## src/rtl/mtm_pkg.sv

```systemverilog
// Shared types and codes for the timer manager.
package mtm_pkg;

	typedef enum logic [1:0] {
		KIND_TICK   = 2'd0,
		KIND_START  = 2'd1,
		KIND_CANCEL = 2'd2,
		KIND_NONE   = 2'd3
	} kind_t;

	typedef enum logic [2:0] {
		RES_STARTED   = 3'd0,
		RES_FULL      = 3'd1,
		RES_FIRED     = 3'd2,
		RES_CANCELLED = 3'd3,
		RES_NOT_FOUND = 3'd4
	} res_t;

	typedef enum logic [2:0] {
		ST_IDLE,
		ST_START,
		ST_CANCEL,
		ST_MARK,
		ST_SCAN,
		ST_FIRE,
		ST_EMIT
	} state_t;

	localparam int unsigned IN_DATA_W  = 88;
	localparam int unsigned OUT_DATA_W = 24;

endpackage

```

## src/rtl/mtm_front.sv

```systemverilog
// Input side: takes command transfers, decodes kind and queues them.
module mtm_front #(
	parameter int unsigned TIME_BITS = 32,
	parameter int unsigned ID_BITS   = 16
) (
	input  logic                    clk,
	input  logic                    arst_n,
	input  logic                    s_tvalid,
	output logic                    s_tready,
	input  logic [mtm_pkg::IN_DATA_W-1:0] s_tdata,
	output logic                    q_valid,
	input  logic                    q_pop,
	output mtm_pkg::kind_t          q_kind,
	output logic [TIME_BITS-1:0]    q_interval,
	output logic [TIME_BITS-1:0]    q_period,
	output logic [ID_BITS-1:0]      q_id
);
	import mtm_pkg::*;

	// two-entry queue
	kind_t               kind_q     [2];
	logic [TIME_BITS-1:0] interval_q [2];
	logic [TIME_BITS-1:0] period_q   [2];
	logic [ID_BITS-1:0]   id_q       [2];
	logic                wp_q, rp_q;
	logic [1:0]          cnt_q;
	logic                push;
	logic [31:0]         in_iv, in_pd;
	logic [15:0]         in_id;

	assign in_iv = s_tdata[33:2];
	assign in_pd = s_tdata[65:34];
	assign in_id = s_tdata[81:66];

	assign s_tready = (cnt_q != 2'd2);
	assign push     = s_tvalid && s_tready;
	assign q_valid  = (cnt_q != 2'd0);
	assign q_kind     = kind_q[rp_q];
	assign q_interval = interval_q[rp_q];
	assign q_period   = period_q[rp_q];
	assign q_id       = id_q[rp_q];

	function automatic logic [TIME_BITS-1:0] fit_t(input logic [31:0] v);
		logic [63:0] w;
		w = {32'd0, v};
		return w[TIME_BITS-1:0];
	endfunction

	function automatic logic [ID_BITS-1:0] fit_i(input logic [15:0] v);
		logic [31:0] w;
		w = {16'd0, v};
		return w[ID_BITS-1:0];
	endfunction

	always_ff @(posedge clk) begin
		if (push) begin
			kind_q[wp_q]     <= kind_t'(s_tdata[1:0]);
			interval_q[wp_q] <= fit_t(in_iv);
			period_q[wp_q]   <= fit_t(in_pd);
			id_q[wp_q]       <= fit_i(in_id);
		end
	end

	always_ff @(posedge clk or negedge arst_n) begin
		if (!arst_n) begin
			wp_q  <= 1'b0;
			rp_q  <= 1'b0;
			cnt_q <= 2'd0;
		end else begin
			if (push)
				wp_q <= ~wp_q;
			if (q_pop)
				rp_q <= ~rp_q;
			cnt_q <= cnt_q + {1'b0, push} - {1'b0, q_pop};
		end
	end

endmodule

```

## src/rtl/mtm_back.sv

```systemverilog
// Command execution: slot table, slot scans and result register.
module mtm_back #(
	parameter int unsigned NUM_TIMERS = 16,
	parameter int unsigned TIME_BITS  = 32,
	parameter int unsigned ID_BITS    = 16
) (
	input  logic                 clk,
	input  logic                 arst_n,
	input  logic                 q_valid,
	output logic                 q_pop,
	input  mtm_pkg::kind_t       q_kind,
	input  logic [TIME_BITS-1:0] q_interval,
	input  logic [TIME_BITS-1:0] q_period,
	input  logic [ID_BITS-1:0]   q_id,
	output logic                 m_tvalid,
	input  logic                 m_tready,
	output logic [mtm_pkg::OUT_DATA_W-1:0] m_tdata,
	output logic                 m_tlast
);
	import mtm_pkg::*;

	localparam int unsigned SW = (NUM_TIMERS > 1) ? $clog2(NUM_TIMERS) : 1;
	localparam int unsigned CW = $clog2(NUM_TIMERS + 1);
	localparam logic [CW-1:0] LAST_SLOT = CW'(NUM_TIMERS - 1);

	logic [NUM_TIMERS-1:0] valid_q, due_q;
	logic [ID_BITS-1:0]    id_mem   [NUM_TIMERS];
	logic [TIME_BITS-1:0]  dl_mem   [NUM_TIMERS];
	logic [TIME_BITS-1:0]  per_mem  [NUM_TIMERS];
	logic [TIME_BITS-1:0]  now_q;
	logic [ID_BITS-1:0]    idc_q;

	state_t state_q, state_d;
	logic [CW-1:0]        idx_q;
	logic                 found_q, best_ok_q;
	logic [SW-1:0]        best_q;
	logic [TIME_BITS-1:0] best_od_q;
	logic                 any_q;     // a fired result sits in hold
	logic [ID_BITS-1:0]   hold_id_q;

	logic                 ov_q;
	res_t                 ores_q;
	logic [ID_BITS-1:0]   oid_q;
	logic                 olast_q;

	logic [SW-1:0]        sidx;
	logic [SW-1:0]        free_slot;
	logic                 free_ok;
	logic [TIME_BITS-1:0] diff, od;
	logic                 out_free;
	logic                 emit;

	assign sidx     = idx_q[SW-1:0];
	assign diff     = dl_mem[sidx] - now_q;
	assign od       = now_q - dl_mem[sidx];
	assign out_free = !ov_q || m_tready;

	always_comb begin
		free_ok   = 1'b0;
		free_slot = '0;
		for (int i = NUM_TIMERS - 1; i >= 0; i--) begin
			if (!valid_q[i]) begin
				free_ok   = 1'b1;
				free_slot = SW'(i);
			end
		end
	end

	function automatic logic [15:0] id16(input logic [ID_BITS-1:0] v);
		logic [47:0] w;
		w = {32'd0, v};
		return w[15:0];
	endfunction

	always_comb begin
		state_d = state_q;
		q_pop   = 1'b0;
		emit    = 1'b0;
		unique case (state_q)
			ST_IDLE: begin
				if (q_valid) begin
					unique case (q_kind)
						KIND_TICK:   state_d = ST_MARK;
						KIND_START:  state_d = ST_START;
						KIND_CANCEL: state_d = ST_CANCEL;
						default: begin
							q_pop = 1'b1;
						end
					endcase
				end
			end
			ST_START: begin
				if (out_free) begin
					q_pop   = 1'b1;
					emit    = 1'b1;
					state_d = ST_IDLE;
				end
			end
			ST_CANCEL: begin
				if (idx_q == LAST_SLOT && out_free) begin
					q_pop   = 1'b1;
					emit    = 1'b1;
					state_d = ST_IDLE;
				end
			end
			ST_MARK: if (idx_q == LAST_SLOT) state_d = ST_SCAN;
			ST_SCAN: if (idx_q == LAST_SLOT) state_d = ST_FIRE;
			ST_FIRE: begin
				if (!best_ok_q) begin
					if (!any_q) begin
						q_pop   = 1'b1;
						state_d = ST_IDLE;
					end else begin
						state_d = ST_EMIT;
					end
				end else if (!any_q || out_free) begin
					emit    = any_q;
					state_d = ST_SCAN;
				end
			end
			ST_EMIT: begin
				if (out_free) begin
					q_pop   = 1'b1;
					emit    = 1'b1;
					state_d = ST_IDLE;
				end
			end
			default: state_d = ST_IDLE;
		endcase
	end

	always_ff @(posedge clk or negedge arst_n) begin
		if (!arst_n)
			state_q <= ST_IDLE;
		else
			state_q <= state_d;
	end

	// slot payload, no reset
	always_ff @(posedge clk) begin
		if (state_q == ST_START && out_free && free_ok) begin
			id_mem[free_slot]  <= idc_q + 1'b1;
			dl_mem[free_slot]  <= now_q + q_interval;
			per_mem[free_slot] <= q_period;
		end
		if (state_q == ST_FIRE && best_ok_q && (!any_q || out_free))
			dl_mem[best_q] <= now_q + per_mem[best_q];
		if (state_q == ST_FIRE && best_ok_q && (!any_q || out_free))
			hold_id_q <= id_mem[best_q];
	end

	always_ff @(posedge clk or negedge arst_n) begin
		if (!arst_n) begin
			valid_q   <= '0;
			due_q     <= '0;
			now_q     <= '0;
			idc_q     <= '0;
			idx_q     <= '0;
			found_q   <= 1'b0;
			best_ok_q <= 1'b0;
			best_q    <= '0;
			best_od_q <= '0;
			any_q     <= 1'b0;
			ov_q      <= 1'b0;
			ores_q    <= RES_STARTED;
			oid_q     <= '0;
			olast_q   <= 1'b0;
		end else begin
			ov_q <= emit || (ov_q && !m_tready);
			unique case (state_q)
				ST_IDLE: begin
					idx_q     <= '0;
					found_q   <= 1'b0;
					any_q     <= 1'b0;
					best_ok_q <= 1'b0;
					if (q_valid && q_kind == KIND_TICK)
						now_q <= now_q + 1'b1;
				end
				ST_START: begin
					if (out_free) begin
						olast_q <= 1'b1;
						if (free_ok) begin
							valid_q[free_slot] <= 1'b1;
							idc_q  <= idc_q + 1'b1;
							ores_q <= RES_STARTED;
							oid_q  <= idc_q + 1'b1;
						end else begin
							ores_q <= RES_FULL;
							oid_q  <= '0;
						end
					end
				end
				ST_CANCEL: begin
					if (idx_q != LAST_SLOT || out_free) begin
						if (valid_q[sidx] && id_mem[sidx] == q_id) begin
							valid_q[sidx] <= 1'b0;
							found_q       <= 1'b1;
						end
						idx_q <= idx_q + 1'b1;
					end
					if (idx_q == LAST_SLOT && out_free) begin
						olast_q <= 1'b1;
						oid_q   <= q_id;
						ores_q  <= (found_q || (valid_q[sidx] && id_mem[sidx] == q_id))
						           ? RES_CANCELLED : RES_NOT_FOUND;
					end
				end
				ST_MARK: begin
					due_q[sidx] <= valid_q[sidx] && (diff == '0 || diff[TIME_BITS-1]);
					idx_q <= (idx_q == LAST_SLOT) ? '0 : idx_q + 1'b1;
				end
				ST_SCAN: begin
					// oldest deadline wins, ties to the lower slot
					if (due_q[sidx] && (!best_ok_q || od > best_od_q)) begin
						best_ok_q <= 1'b1;
						best_q    <= sidx;
						best_od_q <= od;
					end
					idx_q <= (idx_q == LAST_SLOT) ? '0 : idx_q + 1'b1;
				end
				ST_FIRE: begin
					if (best_ok_q && (!any_q || out_free)) begin
						if (any_q) begin
							ores_q  <= RES_FIRED;
							oid_q   <= hold_id_q;
							olast_q <= 1'b0;
						end
						any_q         <= 1'b1;
						due_q[best_q] <= 1'b0;
						if (per_mem[best_q] == '0)
							valid_q[best_q] <= 1'b0;
						best_ok_q <= 1'b0;
					end
				end
				ST_EMIT: begin
					if (out_free) begin
						ores_q  <= RES_FIRED;
						oid_q   <= hold_id_q;
						olast_q <= 1'b1;
					end
				end
				default: ;
			endcase
		end
	end

	assign m_tvalid = ov_q;
	assign m_tlast  = olast_q;
	assign m_tdata  = {5'd0, id16(oid_q), ores_q};

endmodule

```

## src/rtl/multi_timer_manager.sv

```systemverilog
// Timer manager: tick, start and cancel over a table of NUM_TIMERS slots.
// Start: from the queue to the result register. Cancel: a scan over all slots.
// Tick: a marking pass over all slots, then one scan per fired timer,
// one more scan, and then the last result is emitted.
// One item at a time; output back-pressure adds stalls.
// arst_n clears all slots, time and id counter; slot payload has no reset.
module multi_timer_manager #(
	parameter int unsigned NUM_TIMERS = 16,
	parameter int unsigned TIME_BITS  = 32,
	parameter int unsigned ID_BITS    = 16
) (
	input  logic                           clk,
	input  logic                           arst_n,
	input  logic                           s_tvalid,
	output logic                           s_tready,
	input  logic [mtm_pkg::IN_DATA_W-1:0]  s_tdata,  // kind, interval_ticks, period_ticks, cancel_id
	output logic                           m_tvalid,
	input  logic                           m_tready,
	output logic [mtm_pkg::OUT_DATA_W-1:0] m_tdata,  // event_res, timer_id
	output logic                           m_tlast   // last
);
	import mtm_pkg::*;

	kind_t                q_kind;
	logic                 q_valid, q_pop;
	logic [TIME_BITS-1:0] q_interval, q_period;
	logic [ID_BITS-1:0]   q_id;

	mtm_front #(.TIME_BITS(TIME_BITS), .ID_BITS(ID_BITS)) u_front (
		.clk, .arst_n, .s_tvalid, .s_tready, .s_tdata,
		.q_valid, .q_pop, .q_kind, .q_interval, .q_period, .q_id
	);

	mtm_back #(.NUM_TIMERS(NUM_TIMERS), .TIME_BITS(TIME_BITS), .ID_BITS(ID_BITS)) u_back (
		.clk, .arst_n, .q_valid, .q_pop, .q_kind, .q_interval, .q_period, .q_id,
		.m_tvalid, .m_tready, .m_tdata, .m_tlast
	);

endmodule

```

## config.mk

```make
export PLATFORM = sky130hd
export DESIGN_NAME = multi_timer_manager
export DESIGN_NICKNAME = d
export VERILOG_FILES = /design/src/rtl/mtm_pkg.sv /design/src/rtl/mtm_front.sv /design/src/rtl/mtm_back.sv /design/src/rtl/multi_timer_manager.sv
export SDC_FILE = /design/constraint.sdc
export NUM_CORES = 2
export LEC_CHECK = 0
export BUFFER_PORTS_ARGS = -buffer_cell sky130_fd_sc_hd__buf_2
export CAP_MARGIN = 10
export CORE_MARGIN = 5
export CORE_UTILIZATION = 40
export DETAILED_ROUTE_END_ITERATION = 10
export PLACE_DENSITY = 0.64
export SKIP_CTS_REPAIR_TIMING = 1
export SYNTH_ARGS = -nofsm -noshare
export SYNTH_HDL_FRONTEND = slang
export SYNTH_SLANG_ARGS = --single-unit
```

## constraint.sdc

```tcl
create_clock -name clk -period 10.4 [get_ports clk]
set_input_delay 1.04 -clock clk [delete_from_list [all_inputs] [get_ports clk]]
set_output_delay 1.04 -clock clk [all_outputs]
set_load 0.01 [all_outputs]
```

==> summary.md <==
The mean cell area of the mapped netlist works out to 17.5 um^2. Dividing the final minimum period by the clock period gives 75.5%. For the pin count of the biggest net entering global routing, the log shows 78. The run gives 0 ps as the setup total negative slack. Counting flops with an async set or reset pin after synthesis yields a share of 9.43%. Dividing total power by cell area gives a power density of 267 nW/um^2. The count of yosys warnings during synthesis is 0, and the sequential area share after synthesis is 67.0%. The tools report the kind of end point of the critical path as a flip-flop.

The register clock-pin slew on the reported worst setup and hold paths came out at 60 ps. The top cell types in the final layout, fill and taps aside, are 1460 x edfxtp_1, 476 x mux4_2, 191 x nand2_1. In this run, synthesis inferred 1460 flip-flops with an integrated enable. Post-detailed-placement half-perimeter wirelength: 111 mm. The data arrival time of the critical path was 8540 ps; the worst vdd rail ir drop was 0.000141 V. Wires add up to 181 mm.

The leakage power was 26.4 nW. Max-cap violations in this run came to 0. The logs give 0 for the number of max-slew violations in the final report and 820 ps for the clock latency at the later pin of the worst-skew pair. The logs give 40.3% for the effective utilization at floorplan and 6426 for the cell count after placement. The worst setup path is launched from a flip-flop.

In this run the clock root is driven by a clkbuf_16. The footprint of the multi-input gates is 22200 um^2. Area share of the largest cell type after synthesis: 61.7%.

The post-layout minimum cycle time was 7850 ps; the storage element area was 47700 um^2. Setup repair after global routing left no endpoint under its margin. The detailed router finished its first iteration with 4189 violations. In the routed design, unresolved DRC markers number 0. In this run the number of H-tree levels came out at 4.

For the worst slew margin relative to its limit, the log shows 16.2%. Leaving out filler cells and counting taps, the final layout contains 6732. The growth of design area from synthesis to finish is 12.7%. The worst setup path is of the reg2reg kind.

Data on the critical path is required at its endpoint by 11090 ps. Leaving out fill and tap cells, the most frequent cell in the layout is edfxtp_1. In the final layout, the share of cells above drive strength 1 is 23.4%. TritonCTS built the clock tree.

For this run, the top clock speed supported by timing is 127 MHz. The die span in x works out to 432 um. Buffers placed on the I/O ports in this run total 107. The biggest area contributor in the post-synthesis netlist is edfxtp_1. By area the synthesized netlist is led by edfxtp_1 62%, mux4_2 15%, dfrtp_1 5.4%.

The die boundary height was 432 um; the total number of placement rows was 154. For this run the aggregate overflow at the end of global routing stands at 0. For the post-synth design cell area, the log shows 71100 um^2. The count of antenna-violating nets left after detailed routing is 0.

During I/O placement, the number of pins put on the boundary was 119. The total number of nets in the final design was 4494. The aggregate global-route resource usage is 19.4%, and the total of fill cells in the finished design is 15200. In this run the worst hold path is classified as in2async. For the final database, setup skew stands at 57.9 ps. The tools report the area inside the core boundary as 176000 um^2. For this run, the leading register cell type out of synthesis is edfxtp_1. The number of clock sinks was 1612; the post-synthesis cell count was 4073. The maximum net fanout on the critical path came out at 65. The congestion estimate from routability-driven global placement came to 0.912. The tools report the initial antenna violation count as 3. The count of vias placed by the detailed router came out at 38600. The area of the die is 186000 um^2.

Setup violations remaining at the end of the flow were counted as 0. In this run the deepest clock path goes through 3 buffers. The tools report the total iterations of the first detailed-routing run as 5. The tools report the number of endpoints with negative hold slack in the final report as 0. The number of global-route vias before repair was 39200; the average detailed-routed wire length per instance was 26.9 um. The first global-routing pass estimated 266 mm of wire. The TritonCTS buffer count was 164; the register bit count reported by yosys was 1612. The flow ran to the end, and the final reports show no timing, DRC or antenna violations. The detailed-route vias per instance works out to 5.74. For the pin with the worst max-slew slack, the measured transition is 1250 ps.

The tools report the number of library cell types mapped by synthesis as 81.
-- sequential cells by signal (all words and copies together) (netlist names), 5 cells and up --
| register | flops |
|---|---|
| u_back.best_od_q | 32 |
| u_front.id_q | 32 |
| u_back.hold_id_q | 16 |
| u_back.per_mem | 512 |
| u_front.period_q | 64 |
| u_back.valid_q | 16 |
| u_back.id_mem | 256 |
| u_back.idc_q | 16 |
| u_back.due_q | 16 |
| u_back.dl_mem | 512 |
| u_back.now_q | 32 |
| u_back.oid_q | 16 |
| u_back.idx_q | 5 |
| u_front.interval_q | 64 |
-- layer usage --
layer  wire [um]  global-route usage [%]
met4        6330                    6.79
met1       74300                    26.2
met5          27                       0
met2       89900                    32.2
met3       10800                    2.95
-- Yosys cell counts (all sizes together), types with 8 or more instances --
| cell | number |
|---|---|
| a221oi | 15 |
| nand3 | 64 |
| nand2 | 191 |
| a21oi | 143 |
| a31oi | 28 |
| o211ai | 25 |
| nor4 | 17 |
| o21a | 12 |
| nor3 | 33 |
| ha | 140 |
| nor2 | 164 |
| clkbuf | 122 |
| xor2 | 43 |
| o22ai | 8 |
| and3 | 31 |
| nand2b | 20 |
| o21ai | 161 |
| or3 | 17 |
| o21bai | 18 |
| buf | 83 |
| xnor2 | 120 |
| edfxtp | 1460 |
| and4 | 8 |
| mux2i | 74 |
| o31ai | 12 |
| a21o | 44 |
| mux2 | 76 |
| a211oi | 15 |
| mux4 | 476 |
| and2 | 10 |
| dfrtp | 152 |
| inv | 146 |
| nor2b | 27 |
| nand4 | 36 |
-- metrics by stage --
step	area [um^2]	total power [W]	util (%)	setup slack, ps	hold slack [ps]
after floorplan	71100	0.0134	-	2710	461
after global placement	74800	0.0156	42.4	2570	467
after detailed placement	74800	0.0158	42.4	2490	471
after CTS	80000	0.0215	45.3	2470	62.8
after global routing	80100	0.0224	45.4	1920	93.7
final	80100	0.0214	45.4	2550	111
-- worst paths after layout --
path	startpoint	endpoint	slack (ps)	cells past startpoint
max in group asynchronous	arst_n	u_back.idx_q[1]	8070	3
min in group clk	s_tdata[33]	u_front.interval_q[1][31]	420	1
min	arst_n	u_back.idx_q[2]	110	1
min reg2reg	u_back.oid_q[5]	u_back.oid_q[5]	480	2
max	u_back.idx_q[0]	u_back.best_od_q[7]	2550	22
max reg2reg	u_back.idx_q[0]	u_back.best_od_q[7]	2550	22
-- report_power, final --
| part | switching (W) | internal (W) |
|---|---|---|
| Sequential | 0.000329 | 0.00842 |
| Clock | 0.00252 | 0.00325 |
| Combinational | 0.00438 | 0.00252 |
-- cell families after synthesis --
family          synth area share, %
compound gates                 4.76
xor+xnor                       2.02
fa+ha+maj                      2.52
buf+inv                        2.08
flops                          67.0
mux                            17.3
other cells                 0.00528
simple gates                   4.25
-- cell type report --
class | count | share of cell area [%]
inverter | 146 | 0.689
tap | 2340 | 3.66
clock inverter | 77 | 1.01
multi-input combinational | 2114 | 27.8
timing repair buffer | 222 | 1.82
clock buffer | 220 | 5.50
antenna | 1 | 0.00313
sequential | 1612 | 59.5
-- worst max-delay path, cell delays in order (launching register included) --
cell	delay, ps
dfrtp_4	640
buf_12	420
mux4_2	590
mux4_2	520
ha_1	440
a21o_1	250
a21o_1	170
a21o_1	220
a211oi_1	470
o21ai_0	150
a31oi_1	260
o21ai_1	160
a221oi_1	350
xnor2_1	140
ha_1	310
nand4_1	170
nor4_1	480
nand2_1	120
or4_1	620
and4_1	270
o41ai_4	60
buf_4	380
mux2_1	370
(Power assumes the default switching activity.)
